**config.mk**
```make
export PLATFORM = sky130hd
export DESIGN_NAME = video_dma_frame_timing
export DESIGN_NICKNAME = d
export VERILOG_FILES = /design/src/vdft_pkg.sv /design/src/vdft_seq.sv /design/src/vdft_out_buf.sv /design/src/video_dma_frame_timing.sv
export SDC_FILE = /design/constraint.sdc
export NUM_CORES = 1
export LEC_CHECK = 0
export BUFFER_PORTS_ARGS = -buffer_cell sky130_fd_sc_hd__buf_2
export CORE_UTILIZATION = 28
export DETAILED_ROUTE_END_ITERATION = 16
export GPL_ROUTABILITY_DRIVEN = 0
export GPL_TIMING_DRIVEN = 0
export PLACE_DENSITY = 0.53
export SLEW_MARGIN = 40
export SYNTH_ARGS = -nofsm -noshare
export SYNTH_HDL_FRONTEND = slang
export SYNTH_SLANG_ARGS = --single-unit
export TNS_END_PERCENT = 50
```
**constraint.sdc**
```tcl
create_clock -name clk -period 11.95 [get_ports clk]
set_input_delay 1.195 -clock clk [delete_from_list [all_inputs] [get_ports clk]]
set_output_delay 1.195 -clock clk [all_outputs]
set_load 0.02 [all_outputs]
```
**src/vdft_pkg.sv**
```systemverilog
package vdft_pkg;

  localparam int LINE_PERIOD       = 14;
  localparam int FETCH_LINES       = 128;
  localparam int FRAME_START_COUNT = 29;
  localparam int FRAME_LINES       = 256;
  localparam int BYTES_PER_LINE    = 8;

  localparam int CYCLES_W = 6;
  localparam int BYTES_W  = 64;
  localparam int CAP_W    = 7;
  localparam int CNT_W    = 16;
  localparam int LINE_W   = 9;

  typedef struct packed {
    logic [CYCLES_W-1:0] elapsed_cycles;
    logic                enable_strobe;
    logic [BYTES_W-1:0]  dma_line_bytes;
  } in_item_t;

  typedef struct packed {
    logic               irq_pulse;
    logic               vsync_level;
    logic               line_captured;
    logic [CAP_W-1:0]   captured_line;
    logic [BYTES_W-1:0] captured_bytes;
  } out_item_t;

endpackage

```
**src/vdft_seq.sv**
```systemverilog
module vdft_seq (
  input  logic                clk,
  input  logic                rst_n,
  input  logic                accept,
  input  vdft_pkg::in_item_t  item,
  output vdft_pkg::out_item_t result
);
  import vdft_pkg::*;

  localparam int EXT_W = CNT_W + 2;

  typedef enum logic [2:0] {
    PH_DISABLED   = 3'd0,
    PH_ARMED      = 3'd1,
    PH_FETCH      = 3'd2,
    PH_BLANK_LOW  = 3'd3,
    PH_BLANK_HIGH = 3'd4
  } phase_t;

  phase_t                    phase_r, phase_nxt, ph_eff;
  logic signed [CNT_W-1:0]   cnt_r, cnt_nxt;
  logic        [LINE_W-1:0]  line_r, line_nxt;
  logic                      dma_r, dma_nxt;

  logic signed [CNT_W-1:0]   cnt_sub, cnt_fetch, cnt_fetch_end, cnt_blank;
  logic        [LINE_W-1:0]  line_inc;

  function automatic logic signed [EXT_W-1:0] ext(input logic signed [CNT_W-1:0] x);
    return {{(EXT_W-CNT_W){x[CNT_W-1]}}, x};
  endfunction

  function automatic logic signed [CNT_W-1:0] sat(input logic signed [EXT_W-1:0] v);
    logic signed [EXT_W-1:0] hi, lo;
    hi = ext({1'b0, {(CNT_W-1){1'b1}}});
    lo = ext({1'b1, {(CNT_W-1){1'b0}}});
    if (v > hi) return hi[CNT_W-1:0];
    else if (v < lo) return lo[CNT_W-1:0];
    else return v[CNT_W-1:0];
  endfunction

  always_comb begin
    ph_eff        = item.enable_strobe ? PH_ARMED : phase_r;
    cnt_sub       = sat(ext(cnt_r) - $signed({{(EXT_W-CYCLES_W){1'b0}}, item.elapsed_cycles}));
    cnt_fetch     = sat(ext(cnt_sub) + EXT_W'(LINE_PERIOD - BYTES_PER_LINE));
    cnt_fetch_end = sat(ext(cnt_fetch) + EXT_W'(2 * LINE_PERIOD));
    cnt_blank     = sat(ext(cnt_sub) + EXT_W'(LINE_PERIOD));
    line_inc      = line_r + LINE_W'(1);

    phase_nxt = phase_r;
    cnt_nxt   = cnt_r;
    line_nxt  = line_r;
    dma_nxt   = dma_r;
    result    = '0;

    case (ph_eff)
      PH_ARMED: begin
        cnt_nxt          = CNT_W'(FRAME_START_COUNT);
        line_nxt         = '0;
        phase_nxt        = PH_FETCH;
        dma_nxt          = 1'b1;
        result.irq_pulse = 1'b1;
      end
      PH_FETCH: begin
        cnt_nxt = cnt_sub;
        if (cnt_sub <= 0) begin
          result.line_captured  = 1'b1;
          result.captured_line  = line_r[CAP_W-1:0];
          result.captured_bytes = item.dma_line_bytes;
          line_nxt = line_inc;
          if (line_inc >= LINE_W'(FETCH_LINES)) begin
            dma_nxt   = 1'b0;
            cnt_nxt   = cnt_fetch_end;
            phase_nxt = PH_BLANK_LOW;
          end else begin
            cnt_nxt = cnt_fetch;
          end
        end
      end
      PH_BLANK_LOW, PH_BLANK_HIGH: begin
        cnt_nxt = cnt_sub;
        if (cnt_sub <= 0) begin
          dma_nxt   = (ph_eff == PH_BLANK_LOW);
          phase_nxt = (ph_eff == PH_BLANK_LOW) ? PH_BLANK_HIGH : PH_BLANK_LOW;
          cnt_nxt   = cnt_blank;
          line_nxt  = line_inc;
          // frame end: re-arm for the next frame
          if (line_inc >= LINE_W'(FRAME_LINES)) phase_nxt = PH_ARMED;
        end
      end
      default: begin
      end
    endcase

    result.vsync_level = ~dma_nxt;
  end

  always_ff @(posedge clk) begin
    if (!rst_n) begin
      phase_r <= PH_DISABLED;
      cnt_r   <= '0;
      line_r  <= '0;
      dma_r   <= 1'b0;
    end else if (accept) begin
      phase_r <= phase_nxt;
      cnt_r   <= cnt_nxt;
      line_r  <= line_nxt;
      dma_r   <= dma_nxt;
    end
  end

`ifndef ASSERT_OFF
  a_frame_start: assert property (@(posedge clk) disable iff (!rst_n)
    accept && result.irq_pulse |=>
      phase_r == PH_FETCH && cnt_r == CNT_W'(FRAME_START_COUNT) && line_r == '0 && dma_r)
    else $error("frame start did not load the sequencer");

  a_line_advance: assert property (@(posedge clk) disable iff (!rst_n)
    accept && result.line_captured |=> line_r == $past(line_r) + LINE_W'(1))
    else $error("captured line did not advance the line counter");

  a_stay_disabled: assert property (@(posedge clk) disable iff (!rst_n)
    accept && phase_r == PH_DISABLED && !item.enable_strobe |=>
      phase_r == PH_DISABLED && $stable(cnt_r))
    else $error("sequencer left disabled without a strobe");
`endif

endmodule

```
**src/vdft_out_buf.sv**
```systemverilog
module vdft_out_buf (
  input  logic                clk,
  input  logic                rst_n,
  input  logic                in_valid,
  output logic                in_stall,
  input  vdft_pkg::out_item_t in_data,
  output logic                out_valid,
  input  logic                out_stall,
  output vdft_pkg::out_item_t out_data
);
  import vdft_pkg::*;

  logic      out_valid_r, skid_valid_r;
  out_item_t out_data_r, skid_data_r;
  logic      take;

  assign in_stall  = skid_valid_r;
  assign take      = in_valid && !skid_valid_r;
  assign out_valid = out_valid_r;
  assign out_data  = out_data_r;

  always_ff @(posedge clk) begin
    if (!rst_n) begin
      out_valid_r  <= 1'b0;
      skid_valid_r <= 1'b0;
    end else if (!out_valid_r || !out_stall) begin
      // output register free: drain the skid stage first
      out_valid_r  <= skid_valid_r || take;
      skid_valid_r <= 1'b0;
    end else if (take) begin
      skid_valid_r <= 1'b1;
    end
  end

  always_ff @(posedge clk) begin
    if (!out_valid_r || !out_stall) begin
      out_data_r <= skid_valid_r ? skid_data_r : in_data;
    end
    if (out_valid_r && out_stall && take) begin
      skid_data_r <= in_data;
    end
  end

`ifndef ASSERT_OFF
  a_skid_behind_out: assert property (@(posedge clk) disable iff (!rst_n)
    skid_valid_r |-> out_valid_r)
    else $error("skid stage holds a result ahead of the output register");

  a_skid_drains: assert property (@(posedge clk) disable iff (!rst_n)
    skid_valid_r && !out_stall |=> !skid_valid_r && out_valid_r &&
      out_data_r == $past(skid_data_r))
    else $error("skid stage did not move to the output register");

  a_no_loss: assert property (@(posedge clk) disable iff (!rst_n)
    out_valid_r && out_stall && take |=> skid_valid_r && skid_data_r == $past(in_data))
    else $error("transfer taken while output stalled was not held");
`endif

endmodule

```
**src/video_dma_frame_timing.sv**
```systemverilog
// channel   ports                              payload
// input     in_valid, in_stall, in_data        vdft_pkg::in_item_t
// result    out_valid, out_stall, out_data     vdft_pkg::out_item_t
//
// one input transfer per clock unless in_stall; its result is registered before out_data
// the sequencer state updates in the cycle of the transfer, so items run back to back
// a skid stage behind the output register lets one more transfer in while out_stall is high
// in_stall rises only when both output register and skid stage hold results
// rst_n is synchronous: sequencer disabled, counters zero, no result pending
module video_dma_frame_timing (
  input  logic                clk,
  input  logic                rst_n,
  input  logic                in_valid,
  output logic                in_stall,
  input  vdft_pkg::in_item_t  in_data,
  output logic                out_valid,
  input  logic                out_stall,
  output vdft_pkg::out_item_t out_data
);
  import vdft_pkg::*;

  out_item_t result;
  logic      accept;

  assign accept = in_valid && !in_stall;

  vdft_seq u_seq (
    .clk    (clk),
    .rst_n  (rst_n),
    .accept (accept),
    .item   (in_data),
    .result (result)
  );

  vdft_out_buf u_out_buf (
    .clk       (clk),
    .rst_n     (rst_n),
    .in_valid  (in_valid),
    .in_stall  (in_stall),
    .in_data   (result),
    .out_valid (out_valid),
    .out_stall (out_stall),
    .out_data  (out_data)
  );

endmodule

```
; Word level (Yosys, flattened, before mapping)
; Cells that the tools add are included.
[classes]
order_cmp = 11
n_bitwise = 2
add_sub_neg = 5
n_eq_ne = 8
reduce_logical = 16
muxes = 29
[ops]
columns = cell, count
row1 = $mux W16, 11
row2 = $mux W72, 2
row3 = $mux W74, 1
row4 = $gt A18 B16 Y1 const B, 4
row5 = $lt A18 B16 Y1 const B, 4
row6 = $pmux W16 S3, 1
row7 = $mux W3, 6
row8 = $pmux W9 S2, 1
row9 = $add A16 B4 Y17 const B, 1
row10 = $add A16 B5 Y17 const B, 1
row11 = $add A16 B6 Y17 const B, 1
row12 = $sub A16 B7 Y17, 1
row13 = $le A16 B1 Y1 const B, 1
row14 = $add A9 B1 Y9 const B, 1
row15 = $ge A9 B8 Y1 const B, 1
row16 = $ge A9 B9 Y1 const B, 1
row17 = $mux W9, 1
row18 = $pmux W3 S3, 1
row19 = $ne A2 B1 Y1 const B, 4
row20 = $eq A3 B2 Y1 const B, 2
row21 = $reduce_and A5 Y1, 1
row22 = $mux W1, 4
row23 = $reduce_or A2 Y1, 2
row24 = $eq A3 B1 Y1 const B, 1
row25 = other kinds (11), 17
[word_totals]
word_cells = 87
output_inout_bits = 76
inputBits = 75
register_bits = 179

; Depth between registers and ports, before layout
[depth]
ltp_word = 15
depth_mapped = 25
depth_no_buf = 24

; Modules after synthesis
; A second synthesis with hierarchy kept.
[unflattened]
cells_unflattened = 1007
area_unflattened_um2 = 10657.7
[modules_own_cells]
columns = module, instances, seq_area_each_um2, cells_per_inst, area_each_um2
row1 = vdft_out_buf, 1, 4484.3, 237, 5420.2
row2 = vdft_seq, 1, 580.6, 769, 5223.8
row3 = video_dma_frame_timing, 1, 0.0, 1, 13.8

; Least setup slack after synthesis
; No wires, ideal clock.
[synth_timing]
path_type = input-to-reg
start = in out_stall
end = reg u_out_buf.skid_data_r[0] (netlist bit) (enable)
path_buffers = 0
stages = 2
setup_slack_ps = 5269
arrival_ps = 6174
t_required_ps = 11443
setup_ps = 507
path_cell_list = nand2_1 nor2_1
[synth_via]
elab_chain_len = 2
[synth_lines]
columns = element, line
row1 = start: declaration, video_dma_frame_timing.sv:17  ; input logic out_stall,
row2 = $logic_and A1 B1 Y1 (2 in a row), vdft_out_buf.sv:39  ; if (out_valid_r && out_stall && take) begin
row3 = end signal: assignment, vdft_out_buf.sv:40  ; skid_data_r <= in_data;
row4 = end: declaration, vdft_out_buf.sv:14  ; out_item_t out_data_r, skid_data_r;
; Every way passes these cells.
; A chain may end at the register's enable or synchronous reset.

; Final worst setup path
[layout_timing]
start = in in_data[70] (netlist bit)
end = reg u_seq.cnt_r[6]
[layout_via]
elab_chain_len = 15
elab_cells_between_ends = 25
cone_classes = 4 x add/sub / 9 x order compare / 12 x mux
[layout_lines]
columns = element, line
row1 = start: declaration, video_dma_frame_timing.sv:15  ; input vdft_pkg::in_item_t in_data,
row2 = $sub A16 B7 Y17 (*), vdft_seq.sv:43  ; cnt_sub = sat(ext(cnt_r) - $signed({{(EXT_W-CYCLES_W){1'b0}}, item.elapsed_cycles}));
row3 = $lt A18 B16 Y1, vdft_seq.sv:37  ; else if (v < lo) return lo[CNT_W-1:0];
row4 = $mux W16, vdft_seq.sv:37
row5 = $mux W16 (*), vdft_seq.sv:36  ; if (v > hi) return hi[CNT_W-1:0];
row6 = $add A16 B4 Y17, vdft_seq.sv:44  ; cnt_fetch = sat(ext(cnt_sub) + EXT_W'(LINE_PERIOD - BYTES_PER_LINE));
row7 = $lt A18 B16 Y1, vdft_seq.sv:37
row8 = $mux W16, vdft_seq.sv:37
row9 = $mux W16, vdft_seq.sv:36
row10 = $add A16 B6 Y17, vdft_seq.sv:45  ; cnt_fetch_end = sat(ext(cnt_fetch) + EXT_W'(2 * LINE_PERIOD));
row11 = $lt A18 B16 Y1, vdft_seq.sv:37
row12 = $mux W16, vdft_seq.sv:37
row13 = $mux W16, vdft_seq.sv:36
row14 = $mux W16, vdft_seq.sv:70  ; if (line_inc >= LINE_W'(FETCH_LINES)) begin
row15 = $mux W16, vdft_seq.sv:65  ; if (cnt_sub <= 0) begin
row16 = $pmux W16 S3 (*), vdft_seq.sv:55  ; case (ph_eff)
row17 = end signal: assignment, vdft_seq.sv:105  ; cnt_r <= cnt_nxt;
row18 = end: declaration, vdft_seq.sv:21  ; logic signed [CNT_W-1:0] cnt_r, cnt_nxt;
; Every way passes the cells marked *; elsewhere a longest branch is shown, timed or not.

==> out/qor.csv <==
stage,metric,value,unit
final_layout,ANT cells,0,
synth,Mapped Cells,949,
worst_setup_path,arrival time at the worst endpoint,7.93,ns
power_and_ir_drop,leakage,0.00514,uW
timing,crit share post-route,63.8,%
routing,First-pass DRT Iterations,6,
worst_setup_path,Top delay family on crit path,simple AND/OR/NAND/NOR gates,
timing,Final Hold Viols,0,
synth,Post-Syn Area per Cell,10.6,um^2
worst_setup_path,Setup crit end,u_seq.cnt_r[6],
final_layout,share of layout cells above drive strength 1,26.6,%
power_and_ir_drop,maximum VDD drop,0.133,mV
floorplan,core area,0.0355,mm^2
grt,GRT Total Usage,17.1,%
synth,"EDFF count, synth",148,
cts,Post-CTS Setup Bufs,0,
synth,syn_nets,1036,
worst_setup_path,r2r worst-path depth,24,
hold_path,HP Start,u_seq.dma_r,
routing,vias,8753,
cts,CTS tree,done,
synth,Ys Warns,0,
floorplan,# rows,69,
floorplan,die height,192,um
placement,dpl ws,4.16,ns
placement,DPL Wire Length,23400,um
timing,setup violators final,0,
final_layout,Layout area overhead,21.1,%
floorplan,Die Wd,192,um
final_layout,fillers,3546,
synth,Post-synth top cells,"edfxtp_1 (148), and3_1 (88), mux2_2 (74)",
cts,clk_lat worst skew,0.44,ns
synth,Post-Syn Area,0.0101,mm^2
grt,first-pass GRT wire length,48700,um
final_layout,Final #Nets,1211,
worst_setup_path,CP endpoint kind,register,
worst_setup_path,Worst path max stage delay,0.49,ns
floorplan,Die Area,0.0367,mm^2
grt,vias in the first global route,8483,
cts,cts hold-fix bufs,0,
worst_setup_path,reg-to-reg startpoint,u_seq.cnt_r[5],
outcome,status,"finished, final reports clean",
timing,Slew Limit Fails,0,
timing,Slew @ Worst Pin,0.859,ns
hold_path,min-delay worst type,reg -> reg,
worst_setup_path,Buffers & Inverters on Critical Path,5,
synth,top-area cell type share of the netlist area,44.2,%
routing,Vias per Instance,5.48,
synth,"area leader, netlist",edfxtp_1,
synth,"count leader, synth",edfxtp_1,
grt,largest net degree at the start of global routing,39,
final_layout,"non-filler cells, final",1598,
synth,post-synthesis sequential area ratio,50.3,%
routing,Routed Wire Length,31500,um
cts,CTS buffer count,17,
routing,DR WL/cell,19.7,um
synth,Area contributors post-synth,"edfxtp_1 (44%), mux2_2 (8.3%), dfxtp_1 (6.2%), and3_1 (5.5%), o21ai_0 (2.9%)",
worst_setup_path,critical path startpoint category,input port,
synth,ys flop type,edfxtp_1,
cts,Worst-path clk slew,0.07,ns
final_layout,Seq. cell area,0.00506,mm^2
placement,PortBufs,149,
cts,CTS root buffer,clkbuf_16,
worst_setup_path,critical path class,in -> reg,
worst_setup_path,Crit-path slowest cell,or3_1,
timing,Clock Skew,0.0142,ns
routing,drt drc,0,
worst_setup_path,Worst R2R Setup Slack,4.77,ns
power_and_ir_drop,pwr dens,163,mW/mm^2
job,Max Cap Viol,0,
floorplan,Initial Util,28.4,%
grt,global route overflow,0,
synth,"Distinct cells, synth",76,
timing,PnR worst setup slack,4.32,ns
worst_setup_path,Setup crit start,in_data[70],
worst_setup_path,Worst path depth,26,
timing,Max Freq,131,MHz
timing,min Tclk post-route,7.63,ns
floorplan,Ports,151,
final_layout,multi-input logic area,0.00476,mm^2
worst_setup_path,Crit Reg-Reg Endpoint,u_seq.cnt_r[6],
placement,cell count after placement,1566,
grt,initial antenna violation count,1,
worst_setup_path,"most used cell, CP",nand2_1,
routing,Final ANT Viol Nets,0,
cts,H-Tree Depth,4,
synth,#FFs+latches synth,179,
timing,RSZ-0062 raised after global routing,false,
synth,"FFs w/ async S/R, synth",0,%
worst_setup_path,Required @ worst endpoint,12.25,ns
worst_setup_path,CP max FO,10,
routing,initial drt markers,776,
cts,clock tree buffer depth,2,
timing,TNS Setup,0,ns
timing,relative slew slack,42.2,%
cts,clk sinks,179,
cts,CTS resizes,0,
flip-flops by register name (all words and copies together), names as in the netlist:
name                   flops
u_seq.cnt_r               16
u_out_buf.in_stall         1
u_seq.dma_r                1
u_out_buf.out_data        74
u_seq.line_r               9
u_out_buf.out_valid        1
u_out_buf.skid_data_r     74
u_seq.phase_r              3
tightest hold or removal path, stage by stage, from the launching register on:
cell,delay (ns)
dfxtp_1,0.32
nand2_1,0.05
a21boi_0,0.06
kinds of logic (layout without fill, tap and decap cells):
group / after synthesis / in the layout / synth area share [%]
fa+ha+maj: 12 / 12 / 1.57
mux: 76 / 76 / 8.48
buf+inv: 69 / 257 / 2.88
xor+xnor: 26 / 26 / 2.26
compound gates: 223 / 223 / 15.1
simple gates: 364 / 364 / 19.4
flops: 179 / 179 / 50.3
layout make-up:
class / count / area share (%)
buffer: 57 / 2.01
clock buffer: 25 / 4.07
clock inverter: 7 / 0.811
inverter: 12 / 0.370
multi-input combinational: 701 / 39.1
sequential: 179 / 41.6
tap: 461 / 4.73
timing repair buffer: 156 / 7.37
metal layers:
metal  part of all wire [%]  routed length [um]  GRT usage, %  up-vias
met4                    4.5                1430          8.82        2
met2                     44               13800          27.0      480
li1                       -                   -             -     4004
met5                  0.041                  13             0        -
met3                    8.3                2610          3.69      110
met1                     43               13600          22.0     4157
power by group:
part | internal (uW) | leakage [uW] | switching, uW
combinational | 223 | 0.00301 | 490
sequential | 704 | 0.00185 | 9.30
clock | 331 | 0.000288 | 233
total | 1260 | 0.00514 | 732
per-stage QoR:
stage | area (um^2) | power (uW) | utilization, % | hold slack, ns
after floorplan | 10100 | 1190 | - | 0.454
after global placement | 11400 | 1410 | 32.1 | 0.465
after detailed placement | 11600 | 1410 | 32.6 | 0.480
after CTS | 12200 | 1970 | 34.3 | 0.488
after global routing | 12200 | 2080 | 34.3 | 0.533
final | 12200 | 1990 | 34.3 | 0.482
worst min path at each step:
| stage | end | slack [ns] | cells past startpoint |
|---|---|---|---|
| finish | u_seq.dma_r | 0.48 | 2 |
| CTS | u_seq.dma_r | 0.49 | 2 |
| floorplan | u_seq.dma_r | 0.45 | 2 |
| global placement | u_seq.dma_r | 0.47 | 2 |
| detailed placement | u_seq.dma_r | 0.48 | 2 |
| global route | u_seq.dma_r | 0.53 | 2 |
cell usage in the layout, fill, tap and decap left out, types with 9 or more instances in the layout:
| cell type | count |
|---|---|
| or3_1 | 11 |
| clkbuf_16 | 17 |
| clkbuf_1 | 52 |
| nand2_1 | 72 |
| o21ai_0 | 59 |
| xor2_1 | 9 |
| nor2_1 | 63 |
| a21oi_1 | 35 |
| buf_2 | 153 |
| o211ai_1 | 10 |
| a31oi_1 | 16 |
| nor3_1 | 27 |
| xnor2_1 | 16 |
| a21boi_0 | 10 |
| inv_1 | 12 |
| nand3_1 | 19 |
| and3_1 | 88 |
| dfxtp_1 | 31 |
| ha_1 | 11 |
| and2_1 | 15 |
| mux2_2 | 74 |
| edfxtp_1 | 148 |
Note: power is estimated with default switching activity, not from simulation.
